$ cat src/rtl/core/fscf_pkg.sv
package fscf_pkg;

  localparam int SIZE_BITS = 20;
  localparam int NDIG      = (SIZE_BITS + 3) / 4;

  // result slots of one transaction, in output order
  localparam int P_HCR  = NDIG;
  localparam int P_HLF  = NDIG + 1;
  localparam int P_DATA = NDIG + 2;
  localparam int P_PAD  = NDIG + 3;
  localparam int P_TCR  = NDIG + 4;
  localparam int P_TLF  = NDIG + 5;
  localparam int P_FIN  = NDIG + 6;
  localparam int NFIN   = 5;
  localparam int NPOS   = P_FIN + NFIN;

  localparam int QDEPTH = 2;
  localparam int QPTR_W = $clog2(QDEPTH);
  localparam int QCNT_W = $clog2(QDEPTH + 1);

  localparam logic [SIZE_BITS-1:0] CFG_RESET = SIZE_BITS'(1024);

  localparam logic [1:0] REQ_DATA  = 2'd0;
  localparam logic [1:0] REQ_OPEN  = 2'd1;
  localparam logic [1:0] REQ_CLOSE = 2'd2;

  localparam logic [7:0] CR_BYTE    = 8'h0d;
  localparam logic [7:0] LF_BYTE    = 8'h0a;
  localparam logic [7:0] SPACE_BYTE = 8'h20;
  localparam logic [7:0] ZERO_BYTE  = 8'h30;

  typedef struct packed {
    logic [NPOS-1:0]      mask;
    logic [SIZE_BITS-1:0] size;
    logic [7:0]           data;
    logic [SIZE_BITS-1:0] pad;
  } job_t;

  function automatic logic [7:0] hex_char(input logic [3:0] n);
    logic [7:0] r;
    if (n < 4'd10) begin
      r = ZERO_BYTE + {4'h0, n};
    end else begin
      r = 8'h57 + {4'h0, n};
    end
    return r;
  endfunction

endpackage

$ cat src/rtl/core/fscf_front.sv
module fscf_front (
  input  logic                          clk_i,
  input  logic                          rst_ni,
  input  logic                          accept_i,
  input  logic [1:0]                    req_type_i,
  input  logic [7:0]                    data_byte_i,
  input  logic                          cfg_we_i,
  input  logic [fscf_pkg::SIZE_BITS-1:0] cfg_wdata_i,
  output logic                          push_o,
  output fscf_pkg::job_t                job_o
);
  import fscf_pkg::*;

  logic [SIZE_BITS-1:0] cfg_q, cfg_d;
  logic [SIZE_BITS-1:0] room_q, room_d;
  logic                 open_q, open_d;
  logic [SIZE_BITS-1:0] eff, eff_new, room_cur, room_dec;
  logic [NDIG*4-1:0]    epad;
  logic [NPOS-1:0]      hdr_mask;

  assign eff     = (cfg_q == '0) ? SIZE_BITS'(1) : cfg_q;
  assign eff_new = (cfg_wdata_i == '0) ? SIZE_BITS'(1) : cfg_wdata_i;
  assign epad    = (NDIG*4)'(eff);

  always_comb begin
    hdr_mask = '0;
    for (int k = 0; k < NDIG; k++) begin
      hdr_mask[k] = (k == NDIG - 1) || ((epad >> (4 * (NDIG - 1 - k))) != '0);
    end
    hdr_mask[P_HCR] = 1'b1;
    hdr_mask[P_HLF] = 1'b1;
  end

  assign room_cur = open_q ? room_q : eff;
  assign room_dec = room_cur - SIZE_BITS'(1);

  always_comb begin
    job_o      = '0;
    job_o.size = eff;
    job_o.data = data_byte_i;
    job_o.pad  = room_q;
    push_o     = 1'b0;
    open_d     = open_q;
    room_d     = room_q;
    cfg_d      = cfg_q;
    if (cfg_we_i) begin
      cfg_d = cfg_wdata_i;
      if (!open_q) begin
        room_d = eff_new;
      end
    end
    if (accept_i) begin
      case (req_type_i)
        REQ_DATA: begin
          push_o = 1'b1;
          if (!open_q) begin
            job_o.mask = hdr_mask;
          end
          job_o.mask[P_DATA] = 1'b1;
          if (room_dec == '0) begin
            job_o.mask[P_TCR] = 1'b1;
            job_o.mask[P_TLF] = 1'b1;
            open_d = 1'b0;
            room_d = eff;
          end else begin
            open_d = 1'b1;
            room_d = room_dec;
          end
        end
        REQ_OPEN: begin
          if (!open_q) begin
            push_o     = 1'b1;
            job_o.mask = hdr_mask;
            open_d     = 1'b1;
            room_d     = eff;
          end
        end
        REQ_CLOSE: begin
          push_o = 1'b1;
          if (open_q) begin
            job_o.mask[P_PAD] = (room_q != '0);
            job_o.mask[P_TCR] = 1'b1;
            job_o.mask[P_TLF] = 1'b1;
            open_d = 1'b0;
            room_d = eff;
          end
          job_o.mask[P_FIN +: NFIN] = '1;
        end
        default: begin
        end
      endcase
    end
  end

  always_ff @(posedge clk_i or negedge rst_ni) begin
    if (!rst_ni) begin
      cfg_q  <= CFG_RESET;
      room_q <= CFG_RESET;
      open_q <= 1'b0;
    end else begin
      cfg_q  <= cfg_d;
      room_q <= room_d;
      open_q <= open_d;
    end
  end

endmodule

$ cat src/rtl/core/fscf_queue.sv
module fscf_queue (
  input  logic           clk_i,
  input  logic           rst_ni,
  input  logic           push_i,
  input  fscf_pkg::job_t push_data_i,
  input  logic           pop_i,
  output fscf_pkg::job_t head_o,
  output logic           valid_o,
  output logic           full_o
);
  import fscf_pkg::*;

  job_t              mem_q [QDEPTH];
  logic [QPTR_W-1:0] wr_q, rd_q;
  logic [QCNT_W-1:0] cnt_q;
  logic              do_push, do_pop;

  assign valid_o = (cnt_q != '0);
  assign full_o  = (cnt_q == QCNT_W'(QDEPTH));
  assign head_o  = mem_q[rd_q];
  assign do_push = push_i && !full_o;
  assign do_pop  = pop_i && valid_o;

  always_ff @(posedge clk_i) begin
    if (do_push) begin
      mem_q[wr_q] <= push_data_i;
    end
  end

  always_ff @(posedge clk_i or negedge rst_ni) begin
    if (!rst_ni) begin
      wr_q  <= '0;
      rd_q  <= '0;
      cnt_q <= '0;
    end else begin
      if (do_push) begin
        wr_q <= (wr_q == QPTR_W'(QDEPTH - 1)) ? '0 : wr_q + QPTR_W'(1);
      end
      if (do_pop) begin
        rd_q <= (rd_q == QPTR_W'(QDEPTH - 1)) ? '0 : rd_q + QPTR_W'(1);
      end
      if (do_push && !do_pop) begin
        cnt_q <= cnt_q + QCNT_W'(1);
      end else if (do_pop && !do_push) begin
        cnt_q <= cnt_q - QCNT_W'(1);
      end
    end
  end

endmodule

$ cat src/rtl/core/fscf_back.sv
module fscf_back (
  input  logic                           clk_i,
  input  logic                           rst_ni,
  input  fscf_pkg::job_t                 head_i,
  input  logic                           head_valid_i,
  output logic                           pop_o,
  output logic                           out_valid_o,
  input  logic                           out_ready_i,
  output logic [7:0]                     out_byte_o,
  output logic [fscf_pkg::SIZE_BITS-1:0] repeat_count_o,
  output logic                           run_last_o
);
  import fscf_pkg::*;

  job_t                 job_q;
  logic [NPOS-1:0]      rem_q;
  logic                 valid_q;
  logic [7:0]           byte_q, byte_d;
  logic [SIZE_BITS-1:0] cnt_q, cnt_d;
  logic                 last_q;
  job_t                 src;
  logic [NPOS-1:0]      src_mask, sel, rest;
  logic [NDIG*4-1:0]    spad;
  logic                 can_load, use_head, emit;

  assign can_load = !valid_q || out_ready_i;
  assign use_head = (rem_q == '0) && head_valid_i;
  assign emit     = can_load && ((rem_q != '0) || head_valid_i);
  assign pop_o    = can_load && use_head;

  assign src      = use_head ? head_i : job_q;
  assign src_mask = use_head ? head_i.mask : rem_q;
  assign sel      = src_mask & (~src_mask + NPOS'(1));
  assign rest     = src_mask & ~sel;
  assign spad     = (NDIG*4)'(src.size);

  always_comb begin
    byte_d = '0;
    for (int k = 0; k < NDIG; k++) begin
      if (sel[k]) begin
        byte_d = hex_char(spad[4 * (NDIG - 1 - k) +: 4]);
      end
    end
    if (sel[P_DATA]) begin
      byte_d = src.data;
    end
    if (sel[P_PAD]) begin
      byte_d = SPACE_BYTE;
    end
    if (sel[P_HCR] || sel[P_TCR] || sel[P_FIN+1] || sel[P_FIN+3]) begin
      byte_d = CR_BYTE;
    end
    if (sel[P_HLF] || sel[P_TLF] || sel[P_FIN+2] || sel[P_FIN+4]) begin
      byte_d = LF_BYTE;
    end
    if (sel[P_FIN]) begin
      byte_d = ZERO_BYTE;
    end
    cnt_d = sel[P_PAD] ? src.pad : SIZE_BITS'(1);
  end

  always_ff @(posedge clk_i) begin
    if (pop_o) begin
      job_q <= head_i;
    end
    if (emit) begin
      byte_q <= byte_d;
      cnt_q  <= cnt_d;
      last_q <= (rest == '0);
    end
  end

  always_ff @(posedge clk_i or negedge rst_ni) begin
    if (!rst_ni) begin
      rem_q   <= '0;
      valid_q <= 1'b0;
    end else begin
      if (emit) begin
        rem_q   <= rest;
        valid_q <= 1'b1;
      end else if (out_ready_i) begin
        valid_q <= 1'b0;
      end
    end
  end

  assign out_valid_o    = valid_q;
  assign out_byte_o     = byte_q;
  assign repeat_count_o = cnt_q;
  assign run_last_o     = last_q;

endmodule

$ cat src/rtl/core/fixed_size_chunk_framer.sv
// Fixed-size chunk framer: encodes a byte stream as HTTP/1.1 chunked transfer coding in which
// every chunk has the configured size. One result leaves per cycle from the output register
// while the output is ready. An item causes 1 result for a byte inside a chunk, 3 for a
// byte that fills one, up to 8 for a byte that opens a chunk with a five-digit size or for a
// close of an open chunk, none for an empty write on an open chunk or an unused request, so
// the back sequencer's one result per cycle sets the sustained rate. Items are classified on
// acceptance and wait in a two-entry queue, so the input keeps taking transactions while the
// output stalls until that queue fills. The chunk size register may only be written while the
// block is idle.
module fixed_size_chunk_framer (
  input  logic                           clk_i,
  input  logic                           rst_ni,
  input  logic                           in_valid_i,
  output logic                           in_ready_o,
  input  logic [1:0]                     req_type_i,
  input  logic [7:0]                     data_byte_i,
  output logic                           out_valid_o,
  input  logic                           out_ready_i,
  output logic [7:0]                     out_byte_o,
  output logic [fscf_pkg::SIZE_BITS-1:0] repeat_count_o,
  output logic                           run_last_o,
  input  logic                           cfg_we_i,
  input  logic [fscf_pkg::SIZE_BITS-1:0] cfg_wdata_i
);
  import fscf_pkg::*;

  logic accept, push, pop, q_valid, q_full;
  job_t push_job, head_job;

  assign in_ready_o = !q_full;
  assign accept     = in_valid_i && in_ready_o;

  fscf_front u_front (
    .clk_i       (clk_i),
    .rst_ni      (rst_ni),
    .accept_i    (accept),
    .req_type_i  (req_type_i),
    .data_byte_i (data_byte_i),
    .cfg_we_i    (cfg_we_i),
    .cfg_wdata_i (cfg_wdata_i),
    .push_o      (push),
    .job_o       (push_job)
  );

  fscf_queue u_queue (
    .clk_i       (clk_i),
    .rst_ni      (rst_ni),
    .push_i      (push),
    .push_data_i (push_job),
    .pop_i       (pop),
    .head_o      (head_job),
    .valid_o     (q_valid),
    .full_o      (q_full)
  );

  fscf_back u_back (
    .clk_i          (clk_i),
    .rst_ni         (rst_ni),
    .head_i         (head_job),
    .head_valid_i   (q_valid),
    .pop_o          (pop),
    .out_valid_o    (out_valid_o),
    .out_ready_i    (out_ready_i),
    .out_byte_o     (out_byte_o),
    .repeat_count_o (repeat_count_o),
    .run_last_o     (run_last_o)
  );

`ifndef ASSERT_OFF
  // a run longer than one is only ever space padding
  a_run_is_pad: assert property (@(posedge clk_i) disable iff (!rst_ni)
    out_valid_o && (repeat_count_o != SIZE_BITS'(1)) |-> (out_byte_o == SPACE_BYTE))
    else $error("repeated byte is not padding");

  a_count_nonzero: assert property (@(posedge clk_i) disable iff (!rst_ni)
    out_valid_o |-> (repeat_count_o != '0))
    else $error("zero repeat count");

  // a stalled result holds until taken
  a_out_stable: assert property (@(posedge clk_i) disable iff (!rst_ni)
    out_valid_o && !out_ready_i |=> out_valid_o && $stable(out_byte_o)
      && $stable(repeat_count_o) && $stable(run_last_o))
    else $error("result changed while stalled");
`endif

endmodule

$ cat config.mk
export PLATFORM = sky130hd
export DESIGN_NAME = fixed_size_chunk_framer
export DESIGN_NICKNAME = d
export VERILOG_FILES = /design/src/rtl/core/fscf_pkg.sv /design/src/rtl/core/fscf_front.sv /design/src/rtl/core/fscf_queue.sv /design/src/rtl/core/fscf_back.sv /design/src/rtl/core/fixed_size_chunk_framer.sv
export SDC_FILE = /design/constraint.sdc
export NUM_CORES = 1
export LEC_CHECK = 0
export ABC_AREA = 1
export BUFFER_PORTS_ARGS = -buffer_cell sky130_fd_sc_hd__buf_4
export CAP_MARGIN = 5
export CELL_PAD_IN_SITES_DETAIL_PLACEMENT = 0
export CELL_PAD_IN_SITES_GLOBAL_PLACEMENT = 1
export CORE_MARGIN = 2
export CORE_UTILIZATION = 52
export DETAILED_ROUTE_END_ITERATION = 6
export PLACE_DENSITY = 0.84
export SLEW_MARGIN = 20
export SYNTH_ARGS = -nofsm -noshare
export SYNTH_HDL_FRONTEND = slang
export SYNTH_HIERARCHICAL = 1
export SYNTH_SLANG_ARGS = --single-unit
$ cat constraint.sdc
create_clock -name clk_i -period 11 [get_ports clk_i]
set_input_delay 1.1 -clock clk_i [delete_from_list [all_inputs] [get_ports clk_i]]
set_output_delay 1.1 -clock clk_i [all_outputs]
set_load 0.005 [all_outputs]
==> results.tsv, run 1 <==
stage	metric	value	unit
run_status	status	complete, no violations	
cts	# clock sinks	266	
critical_path	CP max stage delay	0.70	ns
cts	CTS Buf Count	28	
routing	Routed wire per std cell	17.4	µm
timing	Worst Skew	0.0171	ns
finish	final core utilization	58.2	%
logic_synthesis	most common cell in the synthesized netlist	nand2_1	
finish	Register Area	7690	µm²
power_and_ir_drop	sw frac	44.1	%
critical_path	startpoint types	flip-flop	
power_and_ir_drop	leak pwr	6.56	nW
cts	CTS Root Cell	clkbuf_16	
grt	first-pass GRT wire length	52.2	mm
cts	clock tree buffer depth	3	
placement	hpwl dp	22.8	mm
power_and_ir_drop	internal power	2.70	mW
grt	initial antenna violation count	0	
routing	drt total wl	33.0	mm
critical_path	crit path buf inv count	1	
run	Max-Cap Viols	0	
timing	Final period util	38.5	%
logic_synthesis	Yosys top cell by area	edfxtp_1	
die	die area	27800	µm²
finish	Inserted Diodes	0	
timing	Least-Margin Pin Slew	0.968	ns
timing	endpoints failing setup	0	
logic_synthesis	sequential area share after synthesis	55.7	%
logic_synthesis	Post-Syn Instances	1528	
timing	RSZ-0062 raised after global routing	false	
cts	Reg clk slew, reported paths	0.06	ns
critical_path	worst r2r src	u_front/cfg_q[10]$_DFFE_PN1P_	
timing	Pins Over Slew Limit	0	
finish	Synth-to-Final Area Change	9.98	%
critical_path	required time of the critical path	11.34	ns
die	Starting Density	52.9	%
logic_synthesis	Area contributors post-synth	edfxtp_1, nand2_1, dfrtp_1	
die	area of the core	26100	µm²
routing	Vias/cell	5.42	
logic_synthesis	#FFs+latches synth	266	
logic_synthesis	post-synthesis cell area	13800	µm²
timing	max_slew headroom	34.9	%
min_path	min-delay src	u_queue/cnt_q[1]$_DFFE_PN0P_	
routing	routed via count	10300	
logic_synthesis	synth warn	6	
placement	Buffers on Ports	65	
grt	gr ovfl total	0	
logic_synthesis	Syn Nets	1575	
power_and_ir_drop	cell area power density	318	nW/µm²
logic_synthesis	number of synthesized flops with an enable pin	205	
grt	global-route usage over all layers	23.5	%
cts	Worst-Skew Late Latency	0.55	ns
finish	area occupied by multi-input gates	5070	µm²
power_and_ir_drop	VDD IR max	0.228	mV
power_and_ir_drop	Logic pwr share	47.0	%
placement	Placer Congestion	0.877	
logic_synthesis	Synth cell types	51	
die	Die Y	167	µm
timing	Setup TNS	0	ns
timing	Hold Vio Cnt, Final	0	
routing	DR pass1 iterations	6	
critical_path	CP endpoint kind	flip-flop	
die	row count	59	
timing	FMAX	236	MHz
cts	H-tree depth	1	
die	Horiz. Die Dim	167	µm
critical_path	crit path max fanout	21	
cts	Post-CTS Hold Fix Bufs	0	
min_path	hold crit path type	flip-flop to flip-flop	
critical_path	crit-path cells	inv_1 > nand2_1 > nor2_1 > nand3_1 > nand3_1 > nand2_1 > ha_1 > nand3_1 > nor2_2 > nand2_1 > nor2_1 > xnor2_1 > nand4_1 > nor2_2 > nand2_2 > o22ai_1	
critical_path	family with the most delay on the worst path	simple AND/OR/NAND/NOR gates	
routing	DRT antenna net count	0	
finish	fillers	2310	
logic_synthesis	Top FF cell, synth	edfxtp_1	
grt	vias in the first global route	9535	
timing	fin crit period	4.24	ns
routing	Iter 0 DRT Violations	1011	
critical_path	CP max-delay cell	nor2_2	
finish	Final nets	1587	
critical_path	worst reg-to-reg setup slack	6.76	ns
cts	post-cts sizing count	0	
min_path	hold path depth	2	
cts	CTS tree	done	
power_and_ir_drop	Sw Pwr	2.12	mW
critical_path	stages on the worst setup path	16	
finish	share of cells above drive strength 1	13.5	%
logic_synthesis	Avg Cell Area, Syn	9.02	µm²
critical_path	CP Launch Point	u_front/cfg_q[10]$_DFFE_PN1P_	
power_and_ir_drop	Seq pwr share	33.6	%
cts	post-CTS setup buffer count	0	
critical_path	CP arrival	4.58	ns
logic_synthesis	Synth top area share	44.7	%
logic_synthesis	Synth top cells by count	nand2_1, edfxtp_1, inv_1	
critical_path	FF-to-FF path depth	16	
die	Ports	66	
grt	largest net degree at the start of global routing	65	
power_and_ir_drop	clock network fraction of total power	19.5	%
logic_synthesis	Async S/R FF share, synth	22.9	%
critical_path	critical path class	flip-flop to flip-flop	
routing	residual DRC count	0	
power_and_ir_drop	Tot Pwr	4.82	mW
-- placed cells by master, fill, tap and decap left out, types with 5 or more instances in the layout --
cell | netlist | layout
clkbuf_16 | 0 | 29
o21ai_0 | 69 | 69
o21ai_1 | 19 | 19
nand2_2 | 14 | 14
a21oi_1 | 35 | 35
xor2_1 | 7 | 7
a221oi_1 | 15 | 15
a21oi_2 | 23 | 23
inv_2 | 10 | 11
nand3_1 | 93 | 93
nor2_2 | 11 | 13
nor2_1 | 103 | 99
xnor2_1 | 8 | 8
buf_4 | 26 | 73
o21ai_2 | 10 | 10
edfxtp_1 | 205 | 205
nand2_1 | 514 | 514
nand4_1 | 23 | 23
clkinv_1 | 0 | 6
dfrtp_1 | 59 | 58
nor4_1 | 7 | 7
mux2i_1 | 6 | 6
inv_1 | 129 | 128
o22ai_1 | 12 | 12
ha_1 | 12 | 12
clkbuf_1 | 41 | 5
nor3_1 | 8 | 8
-- worst min-delay path, delay by kind of cell, from the launching register on --
kind	cells	cell delay, ns
DFF	1	0.34
and+or+nand+nor	2	0.09
-- cell type report --
type / count / area share (%)
Clock inverter: 16 / 1.03
Multi-Input combinational cell: 1032 / 33.5
Sequential cell: 266 / 50.7
Clock buffer: 35 / 5.00
Timing Repair Buffer: 73 / 3.61
Tap cell: 335 / 2.76
Inverter: 139 / 3.44
-- power groups by stage --
stage	clock (mW)	combinational, mW	sequential [mW]
4_1_cts	0.953	2.27	1.61
6_report	0.938	2.26	1.62
2_1_floorplan	0	1.73	1.57
3_3_place_gp	0	2.23	1.62
5_1_grt	0.993	2.54	1.64
3_5_place_dp	0	2.26	1.63
-- flip-flops by register name (all words and copies together), names as in the netlist --
signal,flops
u_back/job_q,48
u_back/out_byte_o,8
u_back/out_valid_o,1
u_back/rem_q,15
u_back/repeat_count_o,20
u_back/run_last_o,1
u_front/cfg_q,20
u_front/open_q,1
u_front/room_q,20
u_queue/cnt_q,2
u_queue/mem_q,128
u_queue/rd_q,1
u_queue/wr_q,1
-- cells by family after synthesis --
family                     Yosys count  share of synthesized area [%]
AOI/OAI and AO/OA                  198                           8.98
and+or+nand+nor                    801                           25.2
xor gates and xnor gates            15                          0.953
buffers and inverters              230                           7.61
adders and majority gates           12                           1.09
DFF                                266                           55.7
muxes                                6                          0.436
-- layer usage --
| layer | GRT usage, % | up-vias | routed length [µm] |
|---|---|---|---|
| met5 | 0 | - | 0 |
| met3 | 3.83 | 46 | 2290 |
| met2 | 36.1 | 316 | 14700 |
| li1 | - | 5077 | - |
| met4 | 6.48 | 0 | 720 |
| met1 | 34.8 | 4829 | 15300 |
-- worst paths after layout --
check / to
max: u_queue/mem_q[1][57]$_DFFE_PP_
min: u_queue/cnt_q[1]$_DFFE_PN0P_
max reg2reg: u_queue/mem_q[1][57]$_DFFE_PP_
min reg2reg: u_queue/cnt_q[1]$_DFFE_PN0P_
max in group asynchronous: u_queue/rd_q$_DFFE_PN0P_
min in group asynchronous: u_front/room_q[5]$_DFF_PN0_
-- stage by stage --
step / hold WS (ns) / area [µm²] / std cells / worst slack [ns]
finish: 0.466 / 15200 / 1896 / 6.76
detailed placement: 0.459 / 14200 / 1845 / 6.78
global route: 0.499 / 15200 / 1896 / 6.33
global placement: 0.452 / 14200 / 1845 / 6.85
floorplan: 0.442 / 13800 / 1528 / 5.71
CTS: 0.473 / 15200 / 1896 / 6.76
Power figures use the tool's default switching activity.
==> run 2, diff against run 1 <==
--- a/config.mk
+++ b/config.mk
@@ -5,15 +5,15 @@
 export SDC_FILE = /design/constraint.sdc
 export NUM_CORES = 1
 export LEC_CHECK = 0
-export ABC_AREA = 1
+export ABC_AREA = 0
 export BUFFER_PORTS_ARGS = -buffer_cell sky130_fd_sc_hd__buf_4
 export CAP_MARGIN = 5
 export CELL_PAD_IN_SITES_DETAIL_PLACEMENT = 0
 export CELL_PAD_IN_SITES_GLOBAL_PLACEMENT = 1
 export CORE_MARGIN = 2
-export CORE_UTILIZATION = 52
+export CORE_UTILIZATION = 51
 export DETAILED_ROUTE_END_ITERATION = 6
-export PLACE_DENSITY = 0.84
+export PLACE_DENSITY = 0.79
 export SLEW_MARGIN = 20
 export SYNTH_ARGS = -nofsm -noshare
 export SYNTH_HDL_FRONTEND = slang
==> constraint.sdc (replaced) <==
create_clock -name clk_i -period 4.1 [get_ports clk_i]
set_input_delay 0.41 -clock clk_i [delete_from_list [all_inputs] [get_ports clk_i]]
set_output_delay 0.41 -clock clk_i [all_outputs]
set_load 0.005 [all_outputs]
==> run 2 against run 1 <==
Against the previous run:
- the run now ends with negative hold slack left
- fmax rose by 14%
- clock power grew to 2.8 times the previous value
- die area up 3.4%
- critical path type unchanged
==> results.tsv, run 2 <==
stage	metric	value	unit	change
run_status	status	finished with violations		
run_status	failing checks	negative hold slack		
power_and_ir_drop	VDD IR max	0.386	mV	+70%
grt	global-route usage over all layers	25.2	%	+1.7 points
timing	Least-Margin Pin Slew	0.928	ns	-0.0405 ns
finish	most frequent cells in the layout	edfxtp_1, a21oi_1, buf_4		
logic_synthesis	Area contributors post-synth	edfxtp_1, dfrtp_1, mux2_4		
grt	first-pass GRT wire length	55.7	mm	+6.7%
timing	max_slew headroom	38.2	%	+3.3 points
finish	commonest non-fill, non-tap cell in the layout	edfxtp_1		
routing	routed via count	9983		-2.8%
logic_synthesis	Async S/R FF share, synth	23.3	%	+0.35 points
timing	Setup TNS	0	ns	unchanged
timing	fin crit period	3.72	ns	-0.513 ns
critical_path	worst r2r src	u_front/cfg_q[17]$_DFFE_PN0P_		
timing	Final period util	90.8	%	+52 points
critical_path	startpoint types	flip-flop		
critical_path	critical path class	flip-flop to flip-flop		
logic_synthesis	Avg Cell Area, Syn	11.7	µm²	+30%
finish	share of cells above drive strength 1	23.0	%	+9.6 points
routing	DRT antenna net count	0		unchanged
grt	vias in the first global route	9563		+0.29%
cts	CTS tree	done		
logic_synthesis	Synth cell types	93		+82%
cts	H-tree depth	1		unchanged
cts	# clock sinks	262		-1.5%
placement	hpwl dp	25.2	mm	+10%
die	row count	60		+1.7%
logic_synthesis	post-synthesis cell area	14000	µm²	+1.5%
run	Max-Cap Viols	0		unchanged
finish	Largest register FFs	128		unchanged
routing	Vias/cell	6.27		+16%
logic_synthesis	Synth top cells by count	edfxtp_1, a21oi_1, nand2_1		
timing	Worst Skew	0.0138	ns	-0.00330 ns
critical_path	required time of the critical path	4.57	ns	-6.77 ns
timing	endpoints failing setup	0		unchanged
finish	Top reg by flops	u_queue/mem_q		
cts	CTS Buf Count	28		unchanged
finish	Final nets	1276		-20%
finish	area occupied by multi-input gates	5750	µm²	+13%
finish	Inserted Diodes	0		unchanged
die	area of the core	27000	µm²	+3.4%
timing	RSZ-0062 raised after global routing	false		
routing	DR pass1 iterations	7		+1
critical_path	crit path max fanout	9		-57%
finish	fillers	2197		-4.9%
routing	Iter 0 DRT Violations	887		-12%
critical_path	RR Endpoint	u_front/room_q[4]$_DFF_PN0_		
logic_synthesis	Post-Syn Instances	1195		-22%
critical_path	CP endpoint kind	flip-flop		
logic_synthesis	synth warn	6		unchanged
logic_synthesis	sequential area share after synthesis	54.1	%	-1.7 points
timing	Hold Vio Cnt, Final	7		+7
finish	biggest regs	u_queue/mem_q (128), u_back/job_q (44)		
die	Ports	66		unchanged
critical_path	worst reg-to-reg setup slack	0.38	ns	-6.39 ns
timing	Fin Hold WS	-0.0157	ns	-0.482 ns
logic_synthesis	number of synthesized flops with an enable pin	201		-2.0%
cts	Reg clk slew, reported paths	0.06	ns	about the same
routing	residual DRC count	0		unchanged
power_and_ir_drop	cell area power density	799	nW/µm²	+150%
cts	Worst-Skew Late Latency	0.54	ns	about the same
die	Horiz. Die Dim	170	µm	+1.7%
critical_path	FF-to-FF path depth	13		-3
cts	Post-CTS Hold Fix Bufs	0		unchanged
grt	initial antenna violation count	1		+1
logic_synthesis	Syn Nets	1242		-21%
die	Starting Density	51.9	%	-0.99 points
routing	drt total wl	36.4	mm	+10%
min_path	hold crit path type	primary input to async pin		
finish	Synth-to-Final Area Change	11.9	%	
logic_synthesis	Synth top area share	43.1	%	-1.5 points
critical_path	CP arrival	4.19	ns	-0.39 ns
cts	CTS Root Cell	clkbuf_16		
grt	gr ovfl total	0		unchanged
placement	Buffers on Ports	65		unchanged
die	Die Y	170	µm	+1.7%
cts	clock tree buffer depth	3		unchanged
power_and_ir_drop	leak pwr	5.89	nW	-10%
logic_synthesis	most common cell in the synthesized netlist	edfxtp_1		
timing	final worst setup slack	0.376	ns	-6.39 ns
timing	FMAX	268	MHz	+14%
logic_synthesis	Top FF cell, synth	edfxtp_1		
routing	Routed wire per std cell	22.9	µm	+32%
logic_synthesis	#FFs+latches synth	262		-1.5%
grt	largest net degree at the start of global routing	65		unchanged
logic_synthesis	Yosys top cell by area	edfxtp_1		
placement	Placer Congestion	0.940		+7.2%
timing	Pins Over Slew Limit	0		unchanged
die	die area	28800	µm²	+3.4%
placement	Setup Slack @ Placement	0.332	ns	-6.45 ns
finish	Register Area	7570	µm²	-1.5%
-- run 2: kinds of logic after synthesis --
group | Yosys count | share of synthesized area [%]
xor gates and xnor gates | 27 | 1.69
and+or+nand+nor | 340 | 13.0
muxes | 121 | 10.9
buffers and inverters | 128 | 5.00
DFF | 262 | 54.1
adders and majority gates | 14 | 1.22
AOI/OAI and AO/OA | 303 | 14.0
-- run 2: worst max-delay path by stage --
stage                     depth (start not counted)  slack, ns                          start                       endpoint
after floorplan                                   9       0.31                  req_type_i[1]  u_queue/mem_q[0][0]$_DFFE_PP_
after global placement                           12       0.40  u_front/cfg_q[13]$_DFFE_PN0P_    u_front/room_q[1]$_DFF_PN0_
after detailed placement                         12       0.33  u_front/cfg_q[13]$_DFFE_PN0P_    u_front/room_q[1]$_DFF_PN0_
after CTS                                        12       0.30  u_front/cfg_q[13]$_DFFE_PN0P_    u_front/room_q[1]$_DFF_PN0_
after global routing                             13       0.03  u_front/cfg_q[17]$_DFFE_PN0P_    u_front/room_q[4]$_DFF_PN0_
final                                            13       0.38  u_front/cfg_q[17]$_DFFE_PN0P_    u_front/room_q[4]$_DFF_PN0_
-- run 2: final cells by class --
type	instances	share of cell area, %
flip-flops and latches	262	48.3
multi-input cells	805	36.7
repair buffers	110	5.51
clock buffers	39	5.07
well taps	341	2.73
clock inverters	13	1.11
inverters	22	0.527
-- run 2: per-layer routing --
| metal | part of all wire (%) | global-route usage [%] | vias to the layer above |
|---|---|---|---|
| li1 | - | - | 4581 |
| met1 | 44 | 36.2 | 4875 |
| met2 | 46 | 40.1 | 458 |
| met3 | 7.1 | 3.24 | 67 |
| met4 | 2.4 | 7.77 | 2 |
| met5 | 0.019 | 0 | - |
-- run 2: report_power, final --
group | switching (mW) | leakage (nW) | internal [mW]
clock network | 1.03 | 0.474 | 1.60
registers | 0.522 | 2.63 | 3.69
logic | 3.39 | 2.79 | 2.28
-- run 2: through the flow --
| step | power, mW | std cells | utilization [%] | hold WS, ns | cell area, µm² |
|---|---|---|---|---|---|
| detailed placement | 9.82 | 1540 | 54.5 | 0.480 | 14700 |
| CTS | 12.5 | 1592 | 58.1 | 0.0299 | 15700 |
| finish | 12.5 | 1592 | 58.1 | -0.0157 | 15700 |
| global route | 13.2 | 1592 | 58.1 | 0.0302 | 15700 |
| global placement | 9.77 | 1540 | 54.5 | 0.470 | 14700 |
| floorplan | 8.22 | 1195 | - | 0.114 | 14000 |
-- run 2: repair_timing --
action,4_1_cts,5_1_grt
setup buffers,0,0
gates resized for setup,0,1
endpoints found under the hold margin,0,0
endpoints found under the setup margin,0,9
-- run 2: critical path: stages (launching register included) --
cell,delay [ns]
dfrtp_1,0.47
nor4_2,0.53
nand4_2,0.27
o21ai_0,0.29
inv_1,0.07
ha_1,0.24
xnor2_1,0.20
nand3b_1,0.09
o21ai_0,0.18
o2111ai_1,0.18
nor3_2,0.55
buf_4,0.26
nand4_1,0.11
a2bb2oi_1,0.18
==> run 3, diff against run 2 <==
--- a/config.mk
+++ b/config.mk
@@ -10,7 +10,7 @@
 export CAP_MARGIN = 5
 export CELL_PAD_IN_SITES_DETAIL_PLACEMENT = 0
 export CELL_PAD_IN_SITES_GLOBAL_PLACEMENT = 1
-export CORE_MARGIN = 2
+export CORE_MARGIN = 4
 export CORE_UTILIZATION = 51
 export DETAILED_ROUTE_END_ITERATION = 6
 export PLACE_DENSITY = 0.79
==> run 3 against run 2 <==
Against the previous run:
- the run now ends clean
- wire length about the same
- critical path depth is 1 lower
- utilization grew 0.26 points
- non-clock buffer count shrank 2
- die area increased by 4.8%
- fmax shrank 2.7%
- register-to-register slack worse by 0.10 ns
- highest routed layer is now met4
==> results.tsv, run 3 (synthesis results as in run 2) <==
stage	metric	value	unit	change
run_status	status	complete, no violations		
critical_path	Critical Path Most Common Cell	o21ai_0		
critical_path	CP max stage delay	0.61	ns	+0.06 ns
grt	first-pass GRT wire length	56.8	mm	+2.0%
finish	final core utilization	58.4	%	+0.26 points
timing	Final period util	93.4	%	+2.5 points
power_and_ir_drop	Logic pwr share	45.0	%	-0.3 points
grt	global-route usage over all layers	23.7	%	-1.5 points
placement	Buffers on Ports	65		unchanged
cts	CTS tree	done		
timing	fin crit period	3.83	ns	+0.103 ns
timing	max_slew headroom	37.1	%	-1.0 points
power_and_ir_drop	leak pwr	5.92	nW	+0.38%
placement	Placer Congestion	0.908		-3.5%
cts	Post-CTS Hold Fix Bufs	0		unchanged
finish	area occupied by multi-input gates	5740	µm²	-0.11%
routing	DRT antenna net count	0		unchanged
routing	Iter 0 DRT Violations	884		-0.34%
power_and_ir_drop	VDD IR max	0.350	mV	-9.4%
timing	Pins Over Slew Limit	0		unchanged
finish	most frequent cells in the layout	edfxtp_1, a21oi_1, buf_4, nand2_1, nor2_1		
power_and_ir_drop	sw frac	38.9	%	-0.61 points
finish	Synth-to-Final Area Change	12.4	%	
critical_path	crit path max fanout	9		unchanged
placement	Setup Slack @ Placement	0.363	ns	+0.0313 ns
cts	CTS Buf Count	28		unchanged
placement	Post-Place Cells	1538		-0.13%
finish	biggest regs	u_queue/mem_q (128), u_back/job_q (44)		
power_and_ir_drop	clock network fraction of total power	21.8	%	+0.8 points
finish	Final nets	1274		-0.16%
grt	initial antenna violation count	0		-1
cts	post-CTS setup buffer count	0		unchanged
run	Max-Cap Viols	0		unchanged
power_and_ir_drop	Sw Pwr	4.90	mW	-0.80%
grt	gr ovfl total	0		unchanged
timing	endpoints failing setup	0		unchanged
placement	Area after DPL	14700	µm²	+0.15%
critical_path	crit path buf inv count	1		-1
die	Die Y	174	µm	+2.4%
timing	RSZ-0062 raised after global routing	false		
routing	residual DRC count	0		unchanged
power_and_ir_drop	Seq pwr share	33.2	%	-0.5 points
die	row count	60		unchanged
grt	largest net degree at the start of global routing	65		unchanged
critical_path	CP arrival	4.25	ns	+0.06 ns
grt	vias in the first global route	9904		+3.6%
placement	hpwl dp	25.1	mm	-0.28%
finish	commonest non-fill, non-tap cell in the layout	edfxtp_1		
routing	Routed wire per std cell	22.9	µm	about the same
cts	clock tree buffer depth	3		unchanged
die	Horiz. Die Dim	174	µm	+2.4%
cts	CTS Root Cell	clkbuf_16		
finish	Top reg by flops	u_queue/mem_q		
finish	post-route insts no fill	1590		-0.13%
die	Starting Density	51.9	%	unchanged
power_and_ir_drop	cell area power density	802	nW/µm²	+0.30%
timing	Worst Skew	0.00730	ns	-0.00654 ns
finish	Register Area	7570	µm²	unchanged
timing	Least-Margin Pin Slew	0.943	ns	+0.0154 ns
critical_path	family with the most delay on the worst path	simple AND/OR/NAND/NOR gates		
critical_path	CP max-delay cell	nor4_1		
die	die area	30100	µm²	+4.8%
timing	Fin Hold WS	0.0120	ns	+0.0277 ns
power_and_ir_drop	internal power	7.71	mW	+1.8%
critical_path	required time of the critical path	4.52	ns	-0.05 ns
finish	share of cells above drive strength 1	22.7	%	-0.28 points
critical_path	crit-path cells	nor4_1 > nand4_2 > o21ai_0 > inv_1 > ha_1 > xnor2_1 > nand3b_1 > o21ai_0 > o2111ai_1 > or3_4 > o311a_1 > a311o_1		
timing	Hold Vio Cnt, Final	0		-7
routing	Vias/cell	6.28		+0.17%
finish	Largest register FFs	128		unchanged
cts	# clock sinks	262		unchanged
cts	H-tree depth	1		unchanged
routing	DR pass1 iterations	6		-1
critical_path	critical path class	flip-flop to flip-flop		
cts	Reg clk slew, reported paths	0.06	ns	about the same
timing	Setup TNS	0	ns	unchanged
critical_path	CP endpoint kind	flip-flop		
timing	final worst setup slack	0.273	ns	-0.103 ns
critical_path	startpoint types	flip-flop		
die	Ports	66		unchanged
cts	Worst-Skew Late Latency	0.54	ns	about the same
die	area of the core	27000	µm²	unchanged
cts	post-cts sizing count	0		unchanged
power_and_ir_drop	Tot Pwr	12.6	mW	+0.76%
finish	post-route cell area	15700	µm²	+0.46%
routing	drt total wl	36.4	mm	about the same
min_path	hold crit path type	primary input to async pin		
finish	fillers	2215		+0.82%
finish	Inserted Diodes	0		unchanged
routing	routed via count	9987		+0.040%
timing	FMAX	261	MHz	-2.7%
-- run 3: metal layers --
metal  GRT usage, %  vias to the layer above  wire length (µm)
li1               -                     4583                 -
met3           3.95                       92              2730
met5              0                        -                 0
met4           7.92                        0              1120
met1           33.0                     4881             15700
met2           38.0                      431             16900
-- run 3: area by class of cell --
type / instances / share of cell area [%]
Clock buffer: 38 / 5.08
Clock inverter: 14 / 1.42
Inverter: 22 / 0.525
Multi-Input combinational cell: 805 / 36.5
Sequential cell: 262 / 48.1
Tap cell: 341 / 2.71
Timing Repair Buffer: 108 / 5.63
-- run 3: worst paths after layout --
path | start | end | slack [ns] | cells after the start
min | rst_ni | u_front/cfg_q[17]$_DFFE_PN0P_ | 0.01 | 1
min in group clk_i | data_byte_i[4] | u_queue/mem_q[1][24]$_DFFE_PP_ | 0.06 | 1
max | u_front/cfg_q[12]$_DFFE_PN0P_ | u_front/room_q[1]$_DFF_PN0_ | 0.27 | 12
max in group asynchronous | rst_ni | u_queue/rd_q$_DFFE_PN0P_ | 3.37 | 1
min reg2reg | u_queue/cnt_q[1]$_DFFE_PN0P_ | u_queue/cnt_q[1]$_DFFE_PN0P_ | 0.48 | 1
max reg2reg | u_front/cfg_q[12]$_DFFE_PN0P_ | u_front/room_q[1]$_DFF_PN0_ | 0.27 | 12
-- run 3: power by group through the flow --
| stage | registers, mW | logic, mW | clock network [mW] |
|---|---|---|---|
| after floorplan | 4.04 | 4.18 | 0 |
| after global placement | 4.21 | 5.55 | 0 |
| after detailed placement | 4.23 | 5.57 | 0 |
| after CTS | 4.18 | 5.60 | 2.80 |
| after global routing | 4.25 | 6.16 | 2.92 |
| final | 4.19 | 5.67 | 2.75 |
-- run 3: worst reg2reg max path, cell delays in order, from the launching register on --
cell       delay, ns
dfrtp_1         0.47
nor4_1          0.61
nand4_2         0.26
o21ai_0         0.27
inv_1           0.07
ha_1            0.31
xnor2_1         0.23
nand3b_1        0.09
o21ai_0         0.19
o2111ai_1       0.18
or3_4           0.45
o311a_1         0.29
a311o_1         0.31
